[config.mk]
export PLATFORM = sky130hd
export DESIGN_NAME = bfp_front
export DESIGN_NICKNAME = d
export VERILOG_FILES = /design/src/rtl/bfp_pkg.sv /design/src/rtl/bfp_front.sv
export SDC_FILE = /design/constraint.sdc
export NUM_CORES = 1
export LEC_CHECK = 0
export ABC_CLOCK_PERIOD_IN_PS = 3500
export BUFFER_PORTS_ARGS = -buffer_cell sky130_fd_sc_hd__buf_2
export CORE_AREA = 2 2 87 89
export CTS_BUF_LIST = sky130_fd_sc_hd__clkbuf_2
export CTS_CLUSTER_DIAMETER = 50
export DETAILED_ROUTE_END_ITERATION = 10
export DIE_AREA = 0 0 89 91
export GPL_ROUTABILITY_DRIVEN = 0
export PLACE_DENSITY = 0.78
export SYNTH_ARGS = -nofsm -noshare
export SYNTH_HDL_FRONTEND = slang
export SYNTH_SLANG_ARGS = --single-unit
[constraint.sdc]
create_clock -name clk -period 3.5 [get_ports clk]
set_input_delay 0.525 -clock clk [delete_from_list [all_inputs] [get_ports clk]]
set_output_delay 0.525 -clock clk [all_outputs]
set_load 0.01 [all_outputs]
[src/rtl/bfp_pkg.sv]
// Shared types and constants of the bit-field packer and unpacker.
// Holds operation codes, status codes, the command and result records.
// No dependencies.
package bfp_pkg;

    localparam logic [2:0] OP_UNPACK = 3'd0;
    localparam logic [2:0] OP_PACK   = 3'd1;
    localparam logic [2:0] OP_REWIND = 3'd2;
    localparam logic [2:0] OP_WRITE  = 3'd3;
    localparam logic [2:0] OP_READ   = 3'd4;

    localparam logic [1:0] STAT_OK      = 2'd0;
    localparam logic [1:0] STAT_OVR_CUR = 2'd1;
    localparam logic [1:0] STAT_OVR_NXT = 2'd2;

    localparam int CMD_DEPTH = 2;
    localparam int OUT_DEPTH = 4;

    typedef struct packed {
        logic [2:0]  op;
        logic [6:0]  nbits;
        logic        rev;
        logic [63:0] value;
        logic [5:0]  addr;
        logic [6:0]  wpos;
        logic [5:0]  bpos;
        logic        pos_ok;
        logic        nxt_in;
        logic [6:0]  n;
        logic [1:0]  status;
        logic [6:0]  wpos_new;
        logic [5:0]  bpos_new;
    } cmd_t;

    typedef struct packed {
        logic [63:0] data;
        logic [1:0]  status;
        logic [6:0]  word_pos;
        logic [5:0]  bit_pos;
    } res_t;

endpackage

[src/rtl/bfp_front.sv]
// Front end: holds the words-in-use register and the running positions,
// classifies each item and emits a command. Depends on bfp_pkg.
module bfp_front #(
    parameter int DEPTH = 64
) (
    input  logic              clk,
    input  logic              rst_n,
    input  logic              cfg_valid,
    input  logic [6:0]        cfg_data,
    input  logic              push,
    input  logic [2:0]        operation,
    input  logic [6:0]        field_bits,
    input  logic              reversed,
    input  logic [63:0]       value,
    input  logic [5:0]        word_addr,
    input  logic              cmd_full,
    output logic              cmd_push,
    output bfp_pkg::cmd_t     cmd
);
    logic [6:0] num_words_reg;
    logic [6:0] wpos_reg, wpos_next;
    logic [5:0] bpos_reg, bpos_next;
    logic [7:0] n8;
    logic [6:0] nb;
    logic [6:0] b;
    logic       pos_ok, nxt_in, advance;
    logic [1:0] status;

    always_comb
    begin
        if (num_words_reg == '0)
        begin
            n8 = 8'd1;
        end
        else if ({1'b0, num_words_reg} > 8'(DEPTH))
        begin
            n8 = 8'(DEPTH);
        end
        else
        begin
            n8 = {1'b0, num_words_reg};
        end

        if (field_bits == '0)
        begin
            nb = 7'd1;
        end
        else if (field_bits > 7'd64)
        begin
            nb = 7'd64;
        end
        else
        begin
            nb = field_bits;
        end

        pos_ok  = ({1'b0, wpos_reg} < n8);
        nxt_in  = (({1'b0, wpos_reg} + 8'd1) < n8);
        b       = {1'b0, bpos_reg} + nb;
        advance = 1'b0;
        status  = bfp_pkg::STAT_OK;
        wpos_next = wpos_reg;
        bpos_next = bpos_reg;

        case (operation)
            bfp_pkg::OP_UNPACK:
            begin
                if (!pos_ok)
                begin
                    status = bfp_pkg::STAT_OVR_CUR;
                end
                else
                begin
                    advance = 1'b1;
                end
            end
            bfp_pkg::OP_PACK:
            begin
                if (!pos_ok)
                begin
                    status = bfp_pkg::STAT_OVR_CUR;
                end
                else if (!nxt_in && (b > 7'd64))
                begin
                    status = bfp_pkg::STAT_OVR_NXT;
                end
                else
                begin
                    advance = 1'b1;
                end
            end
            bfp_pkg::OP_REWIND:
            begin
                wpos_next = '0;
                bpos_next = '0;
            end
            default:
            begin
                advance = 1'b0;
            end
        endcase

        if (advance)
        begin
            wpos_next = wpos_reg + 7'(b[6]);
            bpos_next = b[5:0];
        end

        cmd_push      = push && !cmd_full;
        cmd.op        = operation;
        cmd.nbits     = nb;
        cmd.rev       = reversed;
        cmd.value     = value;
        cmd.addr      = word_addr;
        cmd.wpos      = wpos_reg;
        cmd.bpos      = bpos_reg;
        cmd.pos_ok    = pos_ok;
        cmd.nxt_in    = nxt_in;
        cmd.n         = n8[6:0];
        cmd.status    = status;
        cmd.wpos_new  = wpos_next;
        cmd.bpos_new  = bpos_next;
    end

    always_ff @(posedge clk or negedge rst_n)
    begin
        if (!rst_n)
        begin
            num_words_reg <= 7'd64;
            wpos_reg      <= '0;
            bpos_reg      <= '0;
        end
        else
        begin
            if (cfg_valid)
            begin
                num_words_reg <= cfg_data;
            end
            if (cmd_push)
            begin
                wpos_reg <= wpos_next;
                bpos_reg <= bpos_next;
            end
        end
    end

endmodule

; ---- After elaboration in Yosys (flattened, before gate mapping)
; Cells that the tools add are included.
; Widths: inputs -> output; s select.
[word_totals]
reg_bits = 20
latchBits = 0
ramBits = 0
romBits = 0
elab_cells = 36
mem_count = 0
[op_classes]
add_sub_neg = 3
n_mul = 0
div_mod_pow = 0
n_lt_le_gt_ge = 5
eq_ne = 2
n_shift = 0
mux = 16
bitwise_logic = 0
reduce_logical = 7
[op_table]
columns = cell, n
row1 = $mux 7, 5
row2 = $gt 7x7->1 const B, 3
row3 = $logic_not 7->1, 2
row4 = $mux 6, 2
row5 = $add 7x1->8 const B, 1
row6 = $lt 7x8->1, 1
row7 = $lt 8x8->1, 1
row8 = $mux 8, 1
row9 = $add 6x7->7, 1
row10 = $add 7x1->7, 1
row11 = $mux 1, 4
row12 = $mux 2, 2
row13 = $pmux 2 s2, 1
row14 = $eq 3x1->1 const B, 1
row15 = $eq 3x2->1 const B, 1
row16 = $logic_not 3->1, 1
row17 = $logic_and 1x1->1, 2
row18 = $logic_not 1->1, 2
row19 = $pmux 1 s2, 1

; ---- Depth between registers and ports, before layout
[logic_depth]
depth_word = 10
ltp_mapped = 15

; ---- Worst setup path after synthesis
; No wires, ideal clock.
[synth_timing]
kind = input to output
from = in field_bits[1]
to = out cmd[11] (netlist bit)
arrival_time_ps = 3248
t_required_ps = 2975
slack_ps = -273
path_stages = 14
n_path_buf = 0
path_cell_list = nor3_1 a21oi_1 nor2_1 ha_1 inv_1 fa_1 nand2b_1 a2111o_1 o311ai_1 ha_1 and3_1 nand3_1 or3_1 nand3_1
[synth_rtl]
columns = element, line
row1 = "start, declared", bfp_front.sv:12  ; input logic [6:0] field_bits,
row2 = "end, declared", bfp_front.sv:18  ; output bfp_pkg::cmd_t cmd

==> impl_metrics.yaml <==
outcome:
  status: "finished with violations"
  violations: "setup timing"
setup_path:
  r2r-end: "wpos_reg[1]"
  critical_path.startpoint_type: "input port"
  cp.required_ns: 2.97
  slowest_stage: "a2111o_1"
  arrival_ns: 3.32
  crit_cells: 16
  endpoint_kind: "output port"
  crit_start: "field_bits[2]"
  crit_path_max_fanout: 3
  crit_end: "cmd[11]"
  rrSetupSlack_ns: 0.35
  critPathBufInv: 3
  r2r-start: "wpos_reg[4]"
  cp_slowest_stage_delay_ns: 0.41
  criticalPathCategory: "in -> out"
  crit_chain: "buf_6 -> nor3_4 -> a21oi_2 -> nor2_2 -> ha_2 -> inv_2 -> fa_2 -> nand2b_4 -> a2111o_1 -> o311ai_4 -> ha_4 -> and3_4 -> nand3_2 -> or3_4 -> nand3_4 -> buf_6"
  r2r.worst_path.cells: 14
  path_delay_family: "simple AND/OR/NAND/NOR gates"
  path_common_cell: "buf_6"
timing:
  clock.fmax_mhz: 259.9
  fin_skew_ns: 0.02243
  layout_setup_ws_ns: -0.3476
  min_period_ns: 3.848
  timing.hold.ws_ns: 0.08317
  finalSetupViolCount: 13
  fin_crit_sh_pct: 109.9
  max_slew_margin_pct: 64.05
  maxSlewViolCount: 0
  worstMarginPinSlew_ns: 0.5380
  hold_viol: 0
  rsz0062_at_grt: "true"
clock_network:
  cts-root-buf: "clkbuf_2"
  hold_buffers: 0
  cts.sinks: 20
  cts_max_level: 1
  cts_tree: "built"
  cts_inserted_buffers: 3
  clkTransAtPathRegs_ns: 0.23
  clk_path_buf_depth: 2
  clock_latency_ns: 0.34
synth:
  ys_seq_area_share_pct: 19.77
  synthTopCellsByArea: "buf_4 (23%), dfrtp_1 (19%), ha_1 (10%), nand3_1 (4.7%), nand2_1 (3.3%)"
  ys_types: 50
  synth_adder_area_share_pct: 11.14
  yosys_warnings: 0
  synthCells: 313
  postSynthNetCount: 428
  muxShareOfSynthArea_pct: 2.663
  async_flop_share_pct: 100.0
  synth_ff_type: "dfrtp_1"
  synth_top_family_by_area: "buffers and inverters"
  synth_xor_area_share_pct: 2.761
  synthSimpleGateAreaFrac_pct: 21.01
  syn_area_um2: 2537
  synth_top_area_cell: "buf_4"
  synth_compound_area_share_pct: 15.43
  synth_edf_count: 0
  ys_ff_latch: 20
  syn_avg_cell_area_um2: 8.107
  synth_top_area_share_pct: 22.78
final_layout:
  register_area_um2: 503.0
  fillCellCount: 744
  final_common_cell: "buf_2"
  final_cell_mix: "buf_2 (62), buf_4 (45), ha_1 (18), dfrtp_1 (18), nand2_1 (17)"
  final_nets: 461
  area_growth_pct: 20.86
  drive_gt1_share_pct: 50.14
  multiInputGateArea_um2: 1554
  postLayoutCellArea_um2: 3067
  antenna_cells: 0
route:
  drt-total-wl_um: 7013
  wl_per_cell_um: 15.80
  drc_errors: 0
  drtIter0Drc: 109
  dr.pass1.iters: 4
  vias_per_cell: 5.232
  vias: 2323
  ant_nets: 0
global_routing:
  grt_pass1_wl_um: 10920
  antenna_found_initial: 0
  grt_pass1_vias: 2337
  grt_max_degree: 21
  overflow: 0
  grt_usage_pct: 16.79
floorplan:
  initial_core_util_pct: 35.55
  coreArea_um2: 7137
  die_w_um: 89
  dieHeight_um: 91
  dieArea_um2: 8099
  placementRows: 31
  io_pins: 212
pwr:
  p_leak_nw: 1.542
  irDropWorstVdd_mv: 0.3856
  power_density_nw_per_um2: 573.0
place:
  numPortBuffers: 69
  placed_area_um2: 2738
  place_hpwl_um: 5407
run:
  max_cap_viol_count: 0
hold_path:
  hp-class: "in -> async"
synth_stat cells (all sizes together) (3+ instances only):
library cell and number:
xnor2 5, buf 83, nor2b 7, nor3b 5
dfrtp 19, ha 21, or3 3, a21oi 12
a22o 5, o21ai 10, mux2 6, xor2 3
nand2b 3, nand3 24, nor3 7, clkbuf 7
nor2 15, nand2 22, o2bb2ai 9, a21o 3
inv 15
layout make-up:
type	count	area share [%]
Clock inverter	1	0.9792
Multi-Input combinational cell	188	50.67
Tap cell	99	4.039
Clock buffer	3	0.4896
Inverter	15	1.836
Timing Repair Buffer	118	25.58
Sequential cell	20	16.40
where the power goes:
| group | switching (W) | internal (W) |
|---|---|---|
| clock network | 0.0000810 | 0.0000985 |
| logic | 0.000609 | 0.000606 |
| registers | 0.0000743 | 0.000289 |
layer usage:
metal	up-vias	GRT usage, %	part of all wire, %
li1	1079	-	-
met1	1112	19.68	37
met2	100	29.04	52
met3	32	2.909	6.6
met4	0	7.836	4.3
met5	-	0	0
timing repair:
item / CTS / global route
setup buffers: 4 / 6
resized for setup: 15 / 32
endpoints found under the hold margin: 0 / 0
pin swaps: 11 / 19
endpoints found under the setup margin: 13 / 14
kinds of logic after synthesis:
logic type	after synthesis
mux	6
flops	20
buf+inv	105
fa+ha+maj	22
compound gates	53
xor+xnor	8
simple gates	99
worst min path at each step:
stage | start | endpoint | slack, ns | cells past startpoint
2_1_floorplan | rst_n | bpos_reg[0] | 0.23 | 0
3_3_place_gp | rst_n | num_words_reg[3] | 0.49 | 1
3_5_place_dp | rst_n | num_words_reg[3] | 0.50 | 1
4_1_cts | rst_n | wpos_reg[1] | 0.10 | 1
5_1_grt | rst_n | wpos_reg[1] | 0.08 | 1
6_report | rst_n | wpos_reg[1] | 0.08 | 1
per-stage QoR:
stage | TNS [ns] | setup slack (ns) | utilization, % | power, W | instances
3_5_place_dp | -4.401 | -0.4177 | 38.36 | 0.001441 | 431
4_1_cts | -3.941 | -0.3479 | 40.55 | 0.001665 | 439
6_report | -3.815 | -0.3476 | 42.97 | 0.001757 | 444
5_1_grt | -6.143 | -0.4944 | 42.97 | 0.001903 | 444
3_3_place_gp | -3.140 | -0.3302 | 38.36 | 0.001409 | 431
2_1_floorplan | -0.3807 | -0.1440 | - | 0.001068 | 313
Power figures use the tool's default switching activity.
