$ cat config.mk
export PLATFORM = sky130hd
export DESIGN_NAME = bfp_fifo
export DESIGN_NICKNAME = d
export VERILOG_FILES = /design/src/rtl/bfp_fifo.sv
export SDC_FILE = /design/constraint.sdc
export NUM_CORES = 1
export LEC_CHECK = 0
export ABC_AREA = 1
export BUFFER_PORTS_ARGS = -buffer_cell sky130_fd_sc_hd__buf_2
export CORE_ASPECT_RATIO = 1.2
export CORE_UTILIZATION = 50
export DETAILED_ROUTE_END_ITERATION = 10
export PLACE_DENSITY = 0.71
export SLEW_MARGIN = 10
export SYNTH_ARGS = -nofsm -noshare
export SYNTH_HDL_FRONTEND = slang
export SYNTH_SLANG_ARGS = --single-unit
export TNS_END_PERCENT = 1
$ cat constraint.sdc
create_clock -name clk -period 3.3 [get_ports clk]
set_input_delay 0.825 -clock clk [delete_from_list [all_inputs] [get_ports clk]]
set_output_delay 0.825 -clock clk [all_outputs]
set_load 0.05 [all_outputs]
$ cat src/rtl/bfp_fifo.sv
// Small register-based first-in first-out queue of generic width.
// Used between front and back and at the result side. No dependencies.
module bfp_fifo #(
    parameter int W     = 8,
    parameter int DEPTH = 4
) (
    input  logic                         clk,
    input  logic                         rst_n,
    input  logic                         wr_en,
    input  logic [W-1:0]                 din,
    input  logic                         rd_en,
    output logic [W-1:0]                 dout,
    output logic                         full,
    output logic                         empty,
    output logic [$clog2(DEPTH+1)-1:0]   count
);
    localparam int PW = (DEPTH > 1) ? $clog2(DEPTH) : 1;
    localparam int CW = $clog2(DEPTH+1);

    logic [W-1:0]  mem_reg [DEPTH];
    logic [PW-1:0] wptr_reg, wptr_next;
    logic [PW-1:0] rptr_reg, rptr_next;
    logic [CW-1:0] cnt_reg, cnt_next;
    logic          do_wr, do_rd;

    assign full  = (cnt_reg == CW'(DEPTH));
    assign empty = (cnt_reg == '0);
    assign count = cnt_reg;
    assign dout  = mem_reg[rptr_reg];
    assign do_wr = wr_en && !full;
    assign do_rd = rd_en && !empty;

    always_comb
    begin
        wptr_next = wptr_reg;
        rptr_next = rptr_reg;
        if (do_wr)
        begin
            wptr_next = (wptr_reg == PW'(DEPTH-1)) ? '0 : wptr_reg + PW'(1);
        end
        if (do_rd)
        begin
            rptr_next = (rptr_reg == PW'(DEPTH-1)) ? '0 : rptr_reg + PW'(1);
        end
        cnt_next = cnt_reg + CW'(do_wr) - CW'(do_rd);
    end

    always_ff @(posedge clk or negedge rst_n)
    begin
        if (!rst_n)
        begin
            wptr_reg <= '0;
            rptr_reg <= '0;
            cnt_reg  <= '0;
        end
        else
        begin
            wptr_reg <= wptr_next;
            rptr_reg <= rptr_next;
            cnt_reg  <= cnt_next;
        end
    end

    always_ff @(posedge clk)
    begin
        if (do_wr)
        begin
            mem_reg[wptr_reg] <= din;
        end
    end

endmodule

**After elaboration in Yosys (flattened, before gate mapping)**

Memory sizes are Yosys's and may differ from the RTL's.
Cells that the tools add are included.

- Add/sub/neg operators: 4
- Equality and inequality tests: 3
- Multiplexer cells: 4
- Reduce and logical (&&, ||, !) cells: 5

Operator list:

| operator | count |
|---|---|
| 2-bit by 1-bit adder with 2-bit output, second input constant | 2 |
| 2-bit equality test, second input constant | 2 |
| 2-bit two-way mux | 2 |
| 3-bit by 1-bit adder with 3-bit output | 1 |
| 3-bit equality test, second input constant | 1 |
| 3-bit zero test | 1 |
| 3-bit by 1-bit subtractor with 3-bit output | 1 |
| 1-bit logical AND | 2 |
| 1-bit zero test | 2 |
| 1-bit two-way mux | 2 |

- Bits in registers: 7
- Memory bits (writable): 32
- Bits of input ports: 12
- Output and inout bits: 13
- Logic and storage cells: 20
- Memories: 1

Memories:

| memory | words | bits a word | read ports | clocked after Yosys merged registers in | write ports | line | RTL |
|---|---|---|---|---|---|---|---|
| mem_reg | 4 | 8 | 1 | 0 | 1 | 20 | `logic [W-1:0] mem_reg [DEPTH];` |

**Logic depth before layout (Yosys ltp)**

Gate-level depths: netlist of the first run.

- Depth after elaboration: 5
- Mapped depth: 10
- Mapped depth without buffers: 10

**Worst setup path after synthesis of the first run**

Ideal clock, no wire load.

- Path type: register to register
- Start point: register cnt_reg[1], in the netlist count[1]
- End point: register cnt_reg[2], in the netlist count[2]
- Data arrival time: 2.051 ns
- Required time: 3.235 ns
- Setup slack: 1.184 ns
- Cell stages (with the launch flop): 11
- Clock period less this slack: 2.116 ns
- Cells stage by stage: dfrtp_1 nor2_2 nand2_1 nand2_1 inv_1 ha_1 inv_1 ha_1 fa_1 nand3b_1 nand2_1

RTL lines:

| element | line | RTL |
|---|---|---|
| start: declaration | 23 | `logic [CW-1:0] cnt_reg, cnt_next;` |
| start signal: assignment | 60 | `cnt_reg <= cnt_next;` |
| 3-bit zero test | 27 | `assign empty = (cnt_reg == '0);` |
| 1-bit zero test | 31 | `assign do_rd = rd_en && !empty;` |
| 1-bit logical AND | 31 |  |
| net do_rd | 24 | `logic do_wr, do_rd;` |
| 3-bit by 1-bit subtractor with 3-bit output | 45 | `cnt_next = cnt_reg + CW'(do_wr) - CW'(do_rd);` |
| net cnt_next[2] | 23 |  |

The timed path passes the listed nets, and every way through them passes these cells.
A chain may end at the register's enable or synchronous reset.

**Final worst setup path of the first run**

- Start point: register rptr_reg[1]
- End point: output port dout[6]

- Longest elaborated chain between the ends: 1

Ends and longest elaborated chain:

| element | line | RTL |
|---|---|---|
| start: declaration | 22 | `logic [PW-1:0] rptr_reg, rptr_next;` |
| start signal: assignment | 59 | `rptr_reg <= rptr_next;` |
| memory read 4 x 8 bit | - |  |
| end: declaration | 12 | `output logic [W-1:0] dout,` |

No other way between the ends.

==> impl_metrics.tcl, run 1 <==
set metrics [dict create \
    status "finished clean" \
    drtIter0Drc 65 \
    layout_min_cycle_time_ns 2.45 \
    clockBufferDepth 2 \
    io_buffers 24 \
    critPathMaxStageDelay_ns 0.62 \
    finalHoldViolCount 0 \
    tns_ns 0 \
    critPathTopFamily "flip-flops" \
    critPathBufInv 2 \
    holdBufCountCts 0 \
    ys_ff_latch 39 \
    antenna_found_initial 0 \
    clock_latency_ns 0.28 \
    dieArea_um2 3760 \
    initial_core_util_pct 52.7 \
    post_cts_resized 0 \
    wirelength_um 2830 \
    cts-htree-levels 2 \
    core.rowCount 23 \
    nNetsFinal 198 \
    wl_per_cell_um 13.1 \
    grt_pass1_wl_um 4760 \
    cp_data_arrival_time_ns 1.63 \
    final_area_um2 1960 \
    via_per_inst 4.95 \
    path_clk_slew_ns 0.06 \
    diodes 0 \
    placed_area_um2 1880 \
    required_ns 2.47 \
    tightest_slew_ns 0.843 \
    fmax_mhz 408 \
    crit_path_max_fanout 11 \
    rsz0062_at_grt "no" \
    final_util_pct 58.6 \
    drv_slew 0 \
    synth_seq_area_share_pct 64.6 \
    synth_nets 171 \
    root_buffer "clkbuf_8" \
    synth_cell_types 15 \
    layout_commonest_cell "nand2_1" \
    timing.clock.skew_ns 0.00372 \
    pre_cts_ws_ns 1.05 \
    die_w_um 56.1 \
    start_kind "flip-flop" \
    cts_setup_buffers 0 \
    cts_sinks 39 \
    path_depth 4 \
    grt_usage_pct 18.0 \
    mostFrequentLayoutCells "39 x nand2_1, 32 x edfxtp_1, 30 x inv_1" \
    grt_overflow 0 \
    grt_pass1_vias 1063 \
    die_y_um 67.0 \
    critical_path.slowest_cell "dfrtp_1" \
    syn_area_um2 1760 \
    hpwl_um 1950 \
    hp-class "input port to async pin" \
    yosys_warnings 0 \
    slew_headroom_pct 43.6 \
    finalCritPeriodShare_pct 74.3 \
    crit_chain "inv_1, o211ai_1, nand2_1, buf_2" \
    core_area_um2 3340 \
    first_pass_iters 4 \
    area_growth_pct 11.2 \
    cts_tree "done" \
    grt_start_max_net_pins 36 \
    cts_buffers 5 \
    reg2reg_depth 10 \
    endpoint_kind "output pin" \
    postRouteAntennaNets 0 \
    drive_above_1_share_pct 19.0 \
    drc_errors 0 \
    cap_violations 0 \
    gp_congestion 0.729 \
    syn_inst 151 \
    avgSynthCellArea_um2 11.6 \
    num_vias 1069 \
    largest_reg_flops 32 \
    worst-setup-path-type "flip-flop to output pin" \
    layout_setup_ws_ns 0.848 \
    io_pins 25 \
    setup_viol 0 \
]
[synthesized netlist by cell type]
| cell | count | share of area [%] |
|---|---|---|
| nand2_1 | 39 | 8.3 |
| edfxtp_1 | 32 | 55 |
| inv_1 | 30 | 6.4 |
| o211ai_1 | 15 | 6.4 |
| dfrtp_1 | 7 | 10 |
| ha_1 | 7 | 5.0 |
| nor2_1 | 6 | 1.3 |
| buf_6 | 5 | 3.2 |
| nand3_1 | 4 | 1.1 |
| fa_1 | 1 | 1.1 |
| nand2_2 | 1 | 0.36 |
| nand2_4 | 1 | 0.64 |
| nand3b_1 | 1 | 0.43 |
| nor2_2 | 1 | 0.36 |
| o211ai_2 | 1 | 0.71 |
[worst paths after layout]
check / endpoint / from / slack, ns
worst max-delay path: dout[6] / rptr_reg[1] / 0.85
worst min-delay path: count[2] / rst_n / 0.36
worst max register to register: count[2] / count[1] / 1.28
worst min register to register: wptr_reg[1] / wptr_reg[1] / 0.56
max in group asynchronous: rptr_reg[0] / rst_n / 2.79
min in group clk: wptr_reg[1] / wptr_reg[1] / 0.56
[per-stage QoR]
| step | cells | hold slack (ns) |
|---|---|---|
| 6_report | 216 | 0.362 |
| 2_1_floorplan | 151 | 0.491 |
| 5_1_grt | 216 | 0.362 |
| 3_5_place_dp | 208 | 0.551 |
| 4_1_cts | 216 | 0.357 |
| 3_3_place_gp | 208 | 0.513 |
[layer usage]
metal / up-vias / global-route usage [%] / share of wire [%]
met5: - / 0 / 0
met4: 0 / 7.32 / 1.8
met3: 5 / 6.41 / 4.1
met2: 19 / 33.2 / 53
met1: 496 / 18.4 / 41
li1: 549 / - / -
[cells by family after synthesis]
| kind of cell | count (synthesis) | share of synthesized area (%) |
|---|---|---|
| buffers and inverters | 35 | 9.61 |
| DFF | 39 | 64.6 |
| adders and majority gates | 8 | 6.12 |
| and+or+nand+nor | 53 | 12.5 |
| AOI/OAI and AO/OA | 16 | 7.12 |
[area by class of cell]
type                       count  area [um2]
clock buffer                   8        80.1
fill                         292        1380
inverter                      30         113
multi-input combinational     77         453
sequential                    39        1140
tap                           37        46.3
timing repair buffer          25         128
Power of run 1 is left out: the tool's default activity adds up to more than one toggle a clock period on the data nets, which glitch-free logic cannot reach.
==> run 2, diff against run 1 <==
--- a/config.mk
+++ b/config.mk
@@ -10,7 +10,7 @@
 export CORE_ASPECT_RATIO = 1.2
 export CORE_UTILIZATION = 50
 export DETAILED_ROUTE_END_ITERATION = 10
-export PLACE_DENSITY = 0.71
+export PLACE_DENSITY = 0.74
 export SLEW_MARGIN = 10
 export SYNTH_ARGS = -nofsm -noshare
 export SYNTH_HDL_FRONTEND = slang
==> constraint.sdc (replaced) <==
create_clock -name clk -period 2.05 [get_ports clk]
set_input_delay 0.5125 -clock clk [delete_from_list [all_inputs] [get_ports clk]]
set_output_delay 0.5125 -clock clk [all_outputs]
set_load 0.05 [all_outputs]
==> run 2 against run 1 <==
Global-route usage down 0.73 points. Non-clock buffer count up 6. Cell count up 2.8%. Via count up 3.4%. Core utilization up 1.8 points. Critical path type unchanged.
==> impl_metrics.tcl, run 2 (synthesized netlist as in run 1, its figures left out) <==
set metrics [dict create \
    gp_congestion 0.670 \
    cts_sinks 39 \
    root_buffer "clkbuf_8" \
    drtIter0Drc 46 \
    use_met1_pct 19.0 \
    tns_ns 0 \
    initial_core_util_pct 52.7 \
    io_pins 25 \
    fillers 277 \
    finalHoldViolCount 0 \
    drv_slew 0 \
    path_clk_slew_ns 0.07 \
    antenna_found_initial 0 \
    grt_start_max_net_pins 20 \
    cts_setup_buffers 0 \
    multi_input_area_um2 465 \
    cts_buffers 5 \
    start_kind "flip-flop" \
    io_buffers 24 \
    critical_path.slowest_cell "dfrtp_1" \
    first_pass_iters 4 \
    mostFrequentLayoutCells "37 x nand2_1, 32 x edfxtp_1, 30 x inv_1" \
    wirelength_um 2830 \
    core_area_um2 3340 \
    nNetsFinal 204 \
    cts-htree-levels 2 \
    grt_pass1_vias 1068 \
    num_vias 1105 \
    critPathTopFamily "buffers and inverters" \
    worst-setup-path-type "flip-flop to output pin" \
    grt_usage_pct 17.2 \
    die_y_um 67.0 \
    required_ns 1.54 \
    critPathMaxStageDelay_ns 0.38 \
    grt_pass1_wl_um 4700 \
    clock_latency_ns 0.28 \
    dieArea_um2 3760 \
    groute.layer.met2.usage_pct 30.8 \
    layout_min_cycle_time_ns 1.91 \
    cts_tree "done" \
    slew_headroom_pct 78.5 \
    status "finished clean" \
    grt_overflow 0 \
    grt_use_met3_pct 5.24 \
    wl_per_cell_um 12.7 \
    cap_violations 0 \
    grt_busiest_layer "met2" \
    drive_above_1_share_pct 24.3 \
    die_w_um 56.1 \
    finalCritPeriodShare_pct 93.2 \
    fin_hold_ws_ns 0.0461 \
    diodes 0 \
    fmax_mhz 524 \
    drc_errors 0 \
    crit_path_max_fanout 8 \
    area_growth_pct 14.7 \
    cp_data_arrival_time_ns 1.40 \
    largest_reg_flops 32 \
    hpwl_um 2020 \
    hp-class "input port to async pin" \
    crit_chain "inv_1, o211ai_1, nand2_1, buf_2" \
    setup_viol 0 \
    timing.clock.skew_ns 0.00313 \
    post_cts_resized 0 \
    holdBufCountCts 0 \
    rsz0062_at_grt "no" \
    layout_commonest_cell "nand2_1" \
    endpoint_kind "output pin" \
    via_per_inst 4.98 \
    critPathBufInv 2 \
    tightest_slew_ns 0.321 \
    r2r_slack_ns 0.15 \
    postRouteAntennaNets 0 \
    core.rowCount 23 \
    seqCellArea_um2 1140 \
    clockBufferDepth 2 \
]
run 2: changes by cell type in the layout (fill, tap and decap cells not counted), sizes merged:
cell	delta
clkbuf	-2
clkinv	+2
buf	+6
run 2: per-layer routing:
layer / part of all wire [%] / vias up / routed length, um
met4: 1.3 / 0 / 36
met5: 0 / - / 0
met2: 53 / 20 / 1500
li1: - / 559 / -
met1: 41 / 523 / 1150
met3: 5.1 / 3 / 143
run 2: final timing paths:
kind | startpoint | to | cells after the start
max | rptr_reg[1] | dout[6] | 4
min | rst_n | rptr_reg[0] | 1
max reg2reg | count[1] | count[2] | 10
min reg2reg | wptr_reg[1] | wptr_reg[1] | 2
max in group asynchronous | rst_n | count[0] | 1
min in group clk | din[4] | mem_reg[2][4] | 1
run 2: per-stage QoR:
step / cell area [um2] / setup slack (ns) / util, % / cells
finish: 2020 / 0.140 / 60.4 / 222
floorplan: 1760 / 0.0152 / - / 151
detailed placement: 1920 / 0.0667 / 57.6 / 214
global placement: 1920 / 0.146 / 57.6 / 214
CTS: 2000 / 0.0433 / 60.0 / 222
global route: 2020 / 0.0234 / 60.4 / 222
run 2: final cells by class:
cell class                 count  share of cell area [%]
inverter                      30                    5.59
tap                           37                    2.30
clock inverter                 2                   0.372
sequential                    39                    56.5
timing repair buffer          31                    8.57
clock buffer                   6                    3.60
multi-input combinational     77                    23.1
run 2: worst register-to-register path, stage by stage, from the launching register on:
cell and delay (ns):
dfrtp_2 0.44, nor2_4 0.13, nand2_2 0.08, nand2_2 0.08
inv_1 0.05, ha_1 0.26, inv_1 0.04, ha_1 0.19
fa_2 0.34, nand3b_1 0.16, nand2_1 0.07
Power of run 2 is left out for the same reason.
==> run 3, diff against run 2 <==
--- a/config.mk
+++ b/config.mk
@@ -7,7 +7,6 @@
 export LEC_CHECK = 0
 export ABC_AREA = 1
 export BUFFER_PORTS_ARGS = -buffer_cell sky130_fd_sc_hd__buf_2
-export CORE_ASPECT_RATIO = 1.2
 export CORE_UTILIZATION = 50
 export DETAILED_ROUTE_END_ITERATION = 10
 export PLACE_DENSITY = 0.74
==> run 3 against run 2 <==
The run now ends with DRC left. Fmax down 1.1%. Via count decreased by 2.1%. Critical path depth increased by 6. Core utilization fell by 0.97 points. Routed wire length down 0.71%. Register-to-register slack worse by 0.03 ns. Setup slack worse by 0.021 ns. Clock skew is 0.012 ns higher. Non-clock buffer count did not move. Count of clock-buffer cells in the layout up 1. Sequential share of layout area up 0.49 points. Flip-flop and latch count unchanged.
==> impl_metrics.tcl, run 3 (synthesized netlist as in run 1, its figures left out) <==
set metrics [dict create \
    violations "DRC" \
    rsz0062_at_grt "no" \
    wirelength_um 2810 \
    wl_per_cell_um 12.2 \
    hpwl_um 1970 \
    finalHoldViolCount 0 \
    die_y_um 61.3 \
    initial_core_util_pct 52.3 \
    grt_usage_pct 16.9 \
    layout_commonest_cell "nand2_1" \
    cts_buffers 5 \
    die_w_um 61.3 \
    mostFrequentLayoutCells "38 x nand2_1, 32 x edfxtp_1, 29 x inv_1" \
    nNetsFinal 204 \
    path_clk_slew_ns 0.11 \
    postRouteAntennaNets 0 \
    timing.clock.skew_ns 0.0155 \
    slew_headroom_pct 83.3 \
    crit_path_max_fanout 4 \
    grt_pass1_vias 1003 \
    num_vias 1082 \
    tightest_slew_ns 0.252 \
    layout_min_cycle_time_ns 1.93 \
    cts_sinks 39 \
    grt_pass1_wl_um 4310 \
    drv_slew 0 \
    clock_latency_ns 0.34 \
    cp_data_arrival_time_ns 2.22 \
    io_buffers 24 \
    antenna_found_initial 0 \
    setup_viol 0 \
    hp-class "input port to flip-flop" \
    drc_errors 2 \
    via_per_inst 4.68 \
    status "finished, violations left" \
    root_buffer "clkbuf_4" \
    dieArea_um2 3760 \
    start_kind "flip-flop" \
    core.rowCount 21 \
    cap_violations 0 \
    endpoint_kind "flip-flop" \
    clockBufferDepth 2 \
    area_growth_pct 13.7 \
    cts_setup_buffers 0 \
    grt_overflow 0 \
    diodes 0 \
    required_ns 2.34 \
    largest_reg_flops 32 \
    finalCritPeriodShare_pct 94.2 \
    fmax_mhz 518 \
    cts-htree-levels 2 \
    worst-setup-path-type "flip-flop to flip-flop" \
    drtIter0Drc 47 \
    grt_start_max_net_pins 36 \
    drive_above_1_share_pct 23.8 \
    cts_tree "done" \
    first_pass_iters 7 \
    core_area_um2 3360 \
    io_pins 25 \
    gp_congestion 0.745 \
    tns_ns 0 \
]
==> run 3: cell count changes in the layout (fill, tap and decap cells not counted), sizes merged <==
| cell | before | now |
|---|---|---|
| clkbuf | 6 | 7 |
| dlygate4sd3 | 0 | 1 |
| clkinv | 2 | 1 |
| buf | 31 | 30 |
==> run 3: through the flow <==
step / util [%] / area [um2] / setup WS (ns) / hold WS (ns) / cells
6_report: 59.4 / 2000 / 0.119 / 0.381 / 231
3_3_place_gp: 57.3 / 1930 / 0.143 / 0.349 / 222
4_1_cts: 59.1 / 1990 / 0.0331 / 0.372 / 231
3_5_place_dp: 57.3 / 1930 / 0.0950 / 0.356 / 222
5_1_grt: 59.4 / 2000 / 0.00124 / 0.360 / 231
2_1_floorplan: - / 1760 / 0.0152 / 0.217 / 151
==> run 3: repair_timing <==
action / 4_1_cts / 5_1_grt
gates resized for setup: 0 / 4
hold endpoints to repair: 7 / 0
endpoints found under the setup margin: 0 / 8
hold buffers: 1 / 0
==> run 3: layout make-up <==
cell class | count | area (um2)
fillers | 296 | 1370
flip-flops and latches | 39 | 1140
multi-input cells | 77 | 460
repair buffers | 31 | 179
inverters | 30 | 113
well taps | 46 | 57.6
clock buffers | 7 | 45.0
clock inverters | 1 | 5.00
==> run 3: layer usage <==
| layer | up-vias | global-route usage [%] | part of all wire (%) | routed length [um] |
|---|---|---|---|---|
| met2 | 16 | 30.7 | 54 | 1510 |
| met3 | 5 | 5.67 | 3.6 | 101 |
| li1 | 560 | - | - | - |
| met5 | - | 0 | 0 | 0 |
| met4 | 0 | 5.84 | 1.5 | 42 |
| met1 | 501 | 18.4 | 41 | 1150 |
==> run 3: final timing paths <==
path	startpoint	to	slack (ns)	depth (start not counted)
setup / recovery	count[0]	count[2]	0.12	10
hold / removal	din[0]	mem_reg[0][0]	0.38	1
setup reg to reg	count[0]	count[2]	0.12	10
hold reg to reg	wptr_reg[1]	wptr_reg[1]	0.57	2
max in group asynchronous	rst_n	count[1]	1.34	2
min in group asynchronous	rst_n	count[2]	0.53	2
==> run 3: critical path, stage by stage (launching register included) <==
cell and delay [ns]:
dfrtp_2 0.45, nor2_4 0.13, nand2_2 0.08, nand2_1 0.09, inv_1 0.05, ha_1 0.26, inv_1 0.04, ha_1 0.18
fa_1 0.37, nand3b_1 0.16, nand2_1 0.06
Power of run 3 is left out for the same reason.
